File: config.mk
export PLATFORM = sky130hd
export DESIGN_NAME = rgb_to_hsv_converter
export DESIGN_NICKNAME = d
export VERILOG_FILES = /design/src/design/rhc_pkg.sv /design/src/design/rgb_to_hsv_converter.sv /design/src/design/rhc_front.sv /design/src/design/rhc_div.sv /design/src/design/rhc_back.sv
export SDC_FILE = /design/constraint.sdc
export NUM_CORES = 1
export LEC_CHECK = 0
export BUFFER_PORTS_ARGS = -buffer_cell sky130_fd_sc_hd__buf_2
export CAP_MARGIN = 10
export CORE_UTILIZATION = 58
export DETAILED_ROUTE_END_ITERATION = 10
export PLACE_DENSITY_LB_ADDON = 0.25
export SETUP_SLACK_MARGIN = 0.2
export SYNTH_ARGS = -nofsm -noshare
export SYNTH_HDL_FRONTEND = slang
export SYNTH_HIERARCHICAL = 1
export SYNTH_SLANG_ARGS = --single-unit
File: constraint.sdc
create_clock -name clk -period 14.85 [get_ports clk]
set_input_delay 4.455 -clock clk [delete_from_list [all_inputs] [get_ports clk]]
set_output_delay 4.455 -clock clk [all_outputs]
set_load 0.01 [all_outputs]
File: src/design/rhc_pkg.sv
// rhc_pkg: shared types, constants and the divider step for the RGB to HSV converter.
// No dependencies.
`timescale 1ns / 1ps
`default_nettype none

package rhc_pkg;

  localparam int unsigned HUE_SIXTH = 3840;   // 60 degrees in 1/64 degree units
  localparam int unsigned HUE_FULL  = 23040;  // 360 degrees
  localparam int unsigned SAT_ONE   = 4096;   // 1.0 in Q12

  localparam int unsigned CH_W      = 8;
  localparam int unsigned HUE_W     = 15;
  localparam int unsigned SAT_W     = 13;
  localparam int unsigned NUM_W     = 21;     // 2*N*x + d, up to ~1.96M
  localparam int unsigned DEN_W     = CH_W + 1;
  localparam int unsigned QUO_W     = 13;     // both quotients stay below 2^13
  localparam int unsigned DIV_STEPS = QUO_W;
  localparam int unsigned HSUM_W    = 17;     // signed hue before wrap

  typedef enum logic [1:0] {
    SEC_RED   = 2'd0,
    SEC_GREEN = 2'd1,
    SEC_BLUE  = 2'd2
  } sector_t;

  typedef struct packed {
    sector_t           sec;
    logic              neg;     // difference term is negative
    logic              grey;    // delta == 0
    logic              black;   // max == 0
    logic [CH_W-1:0]   mx;
    logic [CH_W-1:0]   alpha;
  } side_t;

  typedef struct packed {
    logic [DEN_W-1:0]       rem;
    logic [QUO_W-1:0]       nlo;   // numerator bits not yet consumed
    logic [QUO_W-1:0]       quo;
    logic [DEN_W-1:0]       den;
  } div_lane_t;

  typedef struct packed {
    div_lane_t hue;
    div_lane_t sat;
    side_t     side;
  } div_word_t;

  typedef struct packed {
    logic [HUE_W-1:0] hue;
    logic [SAT_W-1:0] saturation;
    logic [CH_W-1:0]  brightness;
    logic [CH_W-1:0]  alpha;
  } hsv_t;

  // One restoring division step: brings down the next numerator bit.
  function automatic div_lane_t div_step(input div_lane_t l);
    div_lane_t       n;
    logic [DEN_W:0]  sh;
    logic            qb;
    sh = {l.rem, l.nlo[QUO_W-1]};
    qb = (sh >= {1'b0, l.den});
    n.rem = qb ? DEN_W'(sh - {1'b0, l.den}) : sh[DEN_W-1:0];
    n.nlo = {l.nlo[QUO_W-2:0], 1'b0};
    n.quo = {l.quo[QUO_W-2:0], qb};
    n.den = l.den;
    return n;
  endfunction

endpackage

`default_nettype wire

File: src/design/rgb_to_hsv_converter.sv
// rgb_to_hsv_converter: top level, RGBA pixel stream in, HSV fixed-point stream out.
// Depends on rhc_pkg, rhc_front, rhc_div, rhc_back.
//
// Usage:
//   Input channel in_*: one RGBA pixel per word, accepted when in_tvalid and
//   in_tready are both high. Output channel out_*: one HSV word per pixel, in
//   order. Hue is in 1/64 degree units (0..23039), saturation is Q12
//   (0..4096), brightness is the max channel byte, alpha is copied.
//   Stages: two front stages, 13 divider stages, one output register.
//   Throughput: one pixel per cycle while out_tready is high; both
//   quotients are found by a 13-stage restoring divider, one quotient bit per stage.
//   Reset (rst_n low, synchronous) empties the pipeline; no words are in
//   flight afterwards. When the receiver holds out_tready low, each stage
//   keeps its word and ready fills the empty stages behind it, so up to 16
//   words are buffered before in_tready drops. Nothing is lost or repeated.
`timescale 1ns / 1ps
`default_nettype none

module rgb_to_hsv_converter
  import rhc_pkg::*;
(
  input  wire logic        clk,
  input  wire logic        rst_n,
  input  wire logic        in_tvalid,
  output logic             in_tready,
  input  wire logic [31:0] in_tdata,   // red_in[7:0], green_in[15:8], blue_in[23:16], alpha_in[31:24]
  output logic             out_tvalid,
  input  wire logic        out_tready,
  output logic [47:0]      out_tdata   // hue[14:0], saturation[27:15], brightness[35:28],
                                       // alpha_out[43:36], zero[47:44]
);

  logic      f_valid, f_ready, d_valid, d_ready;
  div_word_t f_word, d_word;
  hsv_t      pix;

  rhc_front u_front (
    .clk       (clk),
    .rst_n     (rst_n),
    .in_valid  (in_tvalid),
    .in_ready  (in_tready),
    .red       (in_tdata[7:0]),
    .green     (in_tdata[15:8]),
    .blue      (in_tdata[23:16]),
    .alpha     (in_tdata[31:24]),
    .out_valid (f_valid),
    .out_ready (f_ready),
    .out_word  (f_word)
  );

  rhc_div u_div (
    .clk       (clk),
    .rst_n     (rst_n),
    .in_valid  (f_valid),
    .in_ready  (f_ready),
    .in_word   (f_word),
    .out_valid (d_valid),
    .out_ready (d_ready),
    .out_word  (d_word)
  );

  rhc_back u_back (
    .clk       (clk),
    .rst_n     (rst_n),
    .in_valid  (d_valid),
    .in_ready  (d_ready),
    .in_word   (d_word),
    .out_valid (out_tvalid),
    .out_ready (out_tready),
    .out_pix   (pix)
  );

  assign out_tdata = {4'b0, pix.alpha, pix.brightness, pix.saturation, pix.hue};

endmodule

`default_nettype wire

File: src/design/rhc_front.sv
// rhc_front: two pipeline stages; max/min/sector select, then divider operand setup.
// Depends on rhc_pkg.
`timescale 1ns / 1ps
`default_nettype none

module rhc_front
  import rhc_pkg::*;
(
  input  wire logic            clk,
  input  wire logic            rst_n,
  input  wire logic            in_valid,
  output logic                 in_ready,
  input  wire logic [CH_W-1:0] red,
  input  wire logic [CH_W-1:0] green,
  input  wire logic [CH_W-1:0] blue,
  input  wire logic [CH_W-1:0] alpha,
  output logic                 out_valid,
  input  wire logic            out_ready,
  output div_word_t            out_word
);

  // stage A
  logic            a_valid_r;
  logic [CH_W-1:0] a_mx_r, a_mn_r, a_red_r, a_green_r, a_blue_r, a_alpha_r;
  sector_t         a_sec_r;
  logic            a_ready;
  logic [CH_W-1:0] a_mx_nxt, a_mn_nxt;
  sector_t         a_sec_nxt;

  // stage B
  logic            b_valid_r;
  div_word_t       b_word_r, b_word_nxt;
  logic            b_ready;

  assign b_ready  = !b_valid_r || out_ready;
  assign a_ready  = !a_valid_r || b_ready;
  assign in_ready = a_ready;

  always_comb begin
    if (red >= green && red >= blue) begin
      a_sec_nxt = SEC_RED;
      a_mx_nxt  = red;
    end else if (green >= blue) begin
      a_sec_nxt = SEC_GREEN;
      a_mx_nxt  = green;
    end else begin
      a_sec_nxt = SEC_BLUE;
      a_mx_nxt  = blue;
    end
    a_mn_nxt = red;
    if (green < a_mn_nxt) a_mn_nxt = green;
    if (blue < a_mn_nxt) a_mn_nxt = blue;
  end

  always_ff @(posedge clk) begin
    if (!rst_n) begin
      a_valid_r <= 1'b0;
    end else if (a_ready) begin
      a_valid_r <= in_valid;
    end
  end

  always_ff @(posedge clk) begin
    if (a_ready) begin
      a_mx_r    <= a_mx_nxt;
      a_mn_r    <= a_mn_nxt;
      a_sec_r   <= a_sec_nxt;
      a_red_r   <= red;
      a_green_r <= green;
      a_blue_r  <= blue;
      a_alpha_r <= alpha;
    end
  end

  logic [CH_W-1:0] delta, mag;
  logic [CH_W:0]   diff;

  always_comb begin
    delta = a_mx_r - a_mn_r;
    case (a_sec_r)
      SEC_RED:   diff = {1'b0, a_green_r} - {1'b0, a_blue_r};
      SEC_GREEN: diff = {1'b0, a_blue_r} - {1'b0, a_red_r};
      SEC_BLUE:  diff = {1'b0, a_red_r} - {1'b0, a_green_r};
      default:   diff = '0;
    endcase
    mag = diff[CH_W] ? CH_W'(-diff) : diff[CH_W-1:0];

    // round(N*x/d) = floor((2*N*x + d) / (2*d))
    b_word_nxt.hue.rem = '0;
    b_word_nxt.hue.quo = '0;
    b_word_nxt.hue.den = {delta, 1'b0};
    {b_word_nxt.hue.rem[CH_W-1:0], b_word_nxt.hue.nlo} =
      NUM_W'(NUM_W'(mag) * NUM_W'(2 * HUE_SIXTH) + NUM_W'(delta));

    b_word_nxt.sat.rem = '0;
    b_word_nxt.sat.quo = '0;
    b_word_nxt.sat.den = {a_mx_r, 1'b0};
    {b_word_nxt.sat.rem[CH_W-1:0], b_word_nxt.sat.nlo} =
      {delta, QUO_W'(a_mx_r)};

    b_word_nxt.side.sec   = a_sec_r;
    b_word_nxt.side.neg   = diff[CH_W];
    b_word_nxt.side.grey  = (delta == '0);
    b_word_nxt.side.black = (a_mx_r == '0);
    b_word_nxt.side.mx    = a_mx_r;
    b_word_nxt.side.alpha = a_alpha_r;
  end

  always_ff @(posedge clk) begin
    if (!rst_n) begin
      b_valid_r <= 1'b0;
    end else if (b_ready) begin
      b_valid_r <= a_valid_r;
    end
  end

  always_ff @(posedge clk) begin
    if (b_ready) begin
      b_word_r <= b_word_nxt;
    end
  end

  assign out_valid = b_valid_r;
  assign out_word  = b_word_r;

endmodule

`default_nettype wire

File: src/design/rhc_div.sv
// rhc_div: pipelined restoring divider, one quotient bit per stage, hue and saturation
// lanes in lockstep. Depends on rhc_pkg.
`timescale 1ns / 1ps
`default_nettype none

module rhc_div
  import rhc_pkg::*;
(
  input  wire logic      clk,
  input  wire logic      rst_n,
  input  wire logic      in_valid,
  output logic           in_ready,
  input  wire div_word_t in_word,
  output logic           out_valid,
  input  wire logic      out_ready,
  output div_word_t      out_word
);

  logic      valid_r [DIV_STEPS];
  div_word_t word_r  [DIV_STEPS];
  logic      src_valid [DIV_STEPS+1];
  div_word_t src_word  [DIV_STEPS+1];
  logic      ready     [DIV_STEPS+1];

  assign src_valid[0]      = in_valid;
  assign src_word[0]       = in_word;
  assign ready[DIV_STEPS]  = out_ready;

  for (genvar k = 0; k < DIV_STEPS; k++) begin : g_step
    div_word_t step_nxt;

    assign ready[k]       = !valid_r[k] || ready[k+1];
    assign src_valid[k+1] = valid_r[k];
    assign src_word[k+1]  = word_r[k];

    always_comb begin
      step_nxt      = src_word[k];
      step_nxt.hue  = div_step(src_word[k].hue);
      step_nxt.sat  = div_step(src_word[k].sat);
    end

    always_ff @(posedge clk) begin
      if (!rst_n) begin
        valid_r[k] <= 1'b0;
      end else if (ready[k]) begin
        valid_r[k] <= src_valid[k];
      end
    end

    always_ff @(posedge clk) begin
      if (ready[k]) begin
        word_r[k] <= step_nxt;
      end
    end
  end

  assign in_ready  = ready[0];
  assign out_valid = src_valid[DIV_STEPS];
  assign out_word  = src_word[DIV_STEPS];

endmodule

`default_nettype wire

File: src/design/rhc_back.sv
// rhc_back: hue sector offset, sign and wrap, saturation, grey- and black-pixel handling;
// holds the output register. Depends on rhc_pkg.
`timescale 1ns / 1ps
`default_nettype none

module rhc_back
  import rhc_pkg::*;
(
  input  wire logic      clk,
  input  wire logic      rst_n,
  input  wire logic      in_valid,
  output logic           in_ready,
  input  wire div_word_t in_word,
  output logic           out_valid,
  input  wire logic      out_ready,
  output hsv_t           out_pix
);

  logic               valid_r;
  hsv_t               pix_r, pix_nxt;
  logic signed [HSUM_W-1:0] off, hq, hsum;

  assign in_ready = !valid_r || out_ready;

  always_comb begin
    case (in_word.side.sec)
      SEC_RED:   off = '0;
      SEC_GREEN: off = HSUM_W'(2 * HUE_SIXTH);
      SEC_BLUE:  off = HSUM_W'(4 * HUE_SIXTH);
      default:   off = '0;
    endcase
    hq   = HSUM_W'(in_word.hue.quo);
    hsum = in_word.side.neg ? off - hq : off + hq;
    if (hsum < 0) hsum = hsum + HSUM_W'(HUE_FULL);
    if (hsum >= HSUM_W'(HUE_FULL)) hsum = hsum - HSUM_W'(HUE_FULL);

    pix_nxt.hue        = in_word.side.grey ? '0 : hsum[HUE_W-1:0];
    pix_nxt.saturation = in_word.side.black ? '0 : in_word.sat.quo;
    pix_nxt.brightness = in_word.side.mx;
    pix_nxt.alpha      = in_word.side.alpha;
  end

  always_ff @(posedge clk) begin
    if (!rst_n) begin
      valid_r <= 1'b0;
    end else if (in_ready) begin
      valid_r <= in_valid;
    end
  end

  always_ff @(posedge clk) begin
    if (in_ready) begin
      pix_r <= pix_nxt;
    end
  end

  assign out_valid = valid_r;
  assign out_pix   = pix_r;

  a_reset_clears: assert property (@(posedge clk) !rst_n |=> !valid_r)
    else $error("output valid set after reset");
  a_hue_range: assert property (@(posedge clk) disable iff (!rst_n)
      valid_r |-> (pix_r.hue < HUE_W'(HUE_FULL)))
    else $error("hue out of range");
  a_sat_range: assert property (@(posedge clk) disable iff (!rst_n)
      valid_r |-> (pix_r.saturation <= SAT_W'(SAT_ONE)))
    else $error("saturation above one");
  a_black: assert property (@(posedge clk) disable iff (!rst_n)
      (valid_r && pix_r.brightness == '0) |-> (pix_r.saturation == '0 && pix_r.hue == '0))
    else $error("black pixel with nonzero hue or saturation");
  a_hold: assert property (@(posedge clk) disable iff (!rst_n)
      (valid_r && !out_ready) |=> (valid_r && $stable(pix_r)))
    else $error("stalled output word changed");

endmodule

`default_nettype wire

==> metrics.md <==
| Metric | Value |
|---|---|
| # IOs | 86 |
| CP endpoint kind | primary output |
| P_leak | 24.5 nW |
| Bufs on Longest Clock Path | 3 |
| Mapped Area | 55500 sq um |
| Die H | 311 um |
| Worst hold path class | register to register |
| First-pass GRT wire length | 137000 um |
| Skew-Pair Late Insertion Delay | 0.69 ns |
| P per Cell Area | 244 nW/um^2 |
| Vias after detailed routing | 27.8k |
| Startpoint types | input pin |
| Syn avg cell area | 15.2 sq um |
| P_sw | 0.00475 W |
| CTS Buf Count | 114 |
| Die Span X | 311 um |
| Setup Crit Path Kind | input pin to primary output |
| DRT Pass-1 Iters | 5 |
| Initial DRC Count | 1299 |
| Int Pwr | 0.0101 W |
| Register area | 35800 sq um |
| Req. time, crit path | 10.39 ns |
| Seq pwr share | 0.393 |
| Grt ovf | 0 |
| Placed Cells | 4909 |
| Cells after Synth | 3650 |
| # clock sinks | 1194 |
| Fmax | 0.0811 GHz |
| Final worst-path cycle share | 0.830 |
| Max-Cap Viols | 0 |
| TritonCTS clock tree | built |
| RSZ-0062 raised after global routing | no |
| Worst slew pin tran | 1.05 ns |
| Status | completed |
| Initial core utilization | 0.585 |
| Multi-input gate area | 17600 sq um |
| Final hold vios | 0 |
| # rows | 113 |
| Average wire per standard cell | 16.3 um |
| GR Util All Layers | 0.174 |
| Avg Vias per Cell | 5.42 |
| # fillers | 6597 |
| Final net count | 4168 |
| Yosys warning count | 6 |
| Final Skew | 0.0279 ns |
| Normalized max-slew margin | 0.298 |
| Vias in the first global route | 27.9k |
| Fraction of layout cells with a size suffix above 1 | 0.160 |
| Worst-path fanout max | 49 |
| Final non-filler cell total | 5123 |
| CORE AREA | 94900 sq um |
| Antenna fix cells | 0 |
| Combinational share of power | 0.413 |
| Routed Antenna Nets | 0 |
| Synth-to-Final Area Change | 9.47% |
| Final max-slew violation count | 0 |
| Max H-tree Level | 3 |
| Initial antenna violation count | 2 |
| Die area | 96900 sq um |
| Post-CTS Setup Bufs | 0 |
| Total wire length | 83600 um |
| Fin crit period | 12.32 ns |
| Clock Power Share | 0.195 |
| Post-CTS Resized | 0 |
| Net Sw Frac | 0.320 |
| Largest net degree at the start of global routing | 85 |
| Final setup vio count | 0 |
| Worst-path clk slew | 0.06 ns |
| Setup TNS | 0 ns |
| CTS root buffer | clkbuf_16 |
| Buffers added on ports | 81 |
| DRC violations left | 0 |
| Number of hold buffers added after CTS | 0 |
| Dpl hpwl | 58900 um |
| Placer Congestion | 0.869 |
| WP data arrival | 7.87 ns |
| Worst VDD drop | 0.225 mV |
per-stage QoR:
| step | cell area (sq um) | utilization | worst slack, ns | total power (W) | hold WS (ns) |
|---|---|---|---|---|---|
| final | 60700 | 0.640 | 2.53 | 0.0148 | 0.393 |
| after detailed placement | 56900 | 0.600 | 2.58 | 0.0120 | 0.405 |
| after CTS | 60700 | 0.640 | 2.46 | 0.0149 | 0.396 |
| after floorplan | 55500 | - | 0.769 | 0.0109 | 0.400 |
| after global routing | 60700 | 0.640 | 2.29 | 0.0158 | 0.406 |
| after global placement | 56900 | 0.600 | 2.68 | 0.0118 | 0.401 |
worst paths after layout:
check / startpoint / slack (ns) / cells past startpoint / endpoint
min: u_div/word_r[1][230] / 0.39 / 0 / u_div/word_r[1][335]
max reg2reg: u_front/a_green_r[0] / 9.06 / 21 / u_front/out_word[107]
min reg2reg: u_div/word_r[1][230] / 0.39 / 0 / u_div/word_r[1][335]
max: out_tready / 2.53 / 12 / in_tready
power groups by stage:
| stage | Combinational, W | Sequential, W | Clock [W] |
|---|---|---|---|
| after global placement | 0.00592 | 0.00585 | 0 |
| final | 0.00611 | 0.00582 | 0.00288 |
| after detailed placement | 0.00609 | 0.00589 | 0 |
| after floorplan | 0.00525 | 0.00565 | 0 |
| after global routing | 0.00676 | 0.00594 | 0.00308 |
| after CTS | 0.00614 | 0.00584 | 0.00296 |
critical path, cell delays in order:
cell      delay [ns]
buf_2           0.12
nand2b_2        0.17
buf_4           0.29
and2b_1         0.34
inv_2           0.39
nor2_2          0.39
and4_1          0.42
and3_1          0.56
nand2_4         0.07
nor2b_1         0.31
nand2_2         0.16
buf_2           0.17
layer usage:
layer,vias up,track usage,share of wire
met5,-,0,0.00037
met3,165,0.0258,0.033
met1,13350,0.216,0.43
li1,13790,-,-
met4,4,0.0568,0.027
met2,456,0.311,0.51
area by class of cell:
| class | count | share of cell area |
|---|---|---|
| sequential | 1194 | 0.590 |
| multi-input combinational | 1991 | 0.290 |
| clock buffer | 137 | 0.0494 |
| tap | 1265 | 0.0261 |
| inverter | 366 | 0.0227 |
| clock inverter | 76 | 0.0136 |
| timing repair buffer | 94 | 0.00861 |
cell usage in the layout (no fill, tap or decap), types with 19 or more instances in the layout:
master,instances
nand2b_1,49
or2_2,51
clkinv_2,26
o31a_1,21
o41ai_1,24
nand2_1,93
edfxtp_1,1190
o22ai_1,47
nor2b_1,56
ha_1,327
or4_1,22
nand4_1,61
a21oi_1,108
mux2_1,19
o31ai_4,27
o21a_1,34
a31oi_1,26
a211oi_2,50
mux2i_1,83
xnor2_1,118
fa_1,44
buf_2,81
a21o_1,24
o211ai_1,25
o21ai_0,75
mux2_4,126
clkbuf_16,115
inv_1,358
nor2_1,208
xor2_1,52
sequential cells by signal, indices dropped and copies added, names as in the netlist, 2 cells and up:
name / flops
u_front/a_red_r: 8
u_back/out_pix: 44
u_div/word_r: 1043
u_front/a_alpha_r: 8
u_front/a_mx_r: 8
u_div/valid_r: 13
u_front/out_word: 41
u_front/a_green_r: 8
u_front/a_blue_r: 8
u_front/a_sec_r: 2
u_front/a_mn_r: 8
Power figures use the tool's default switching activity.
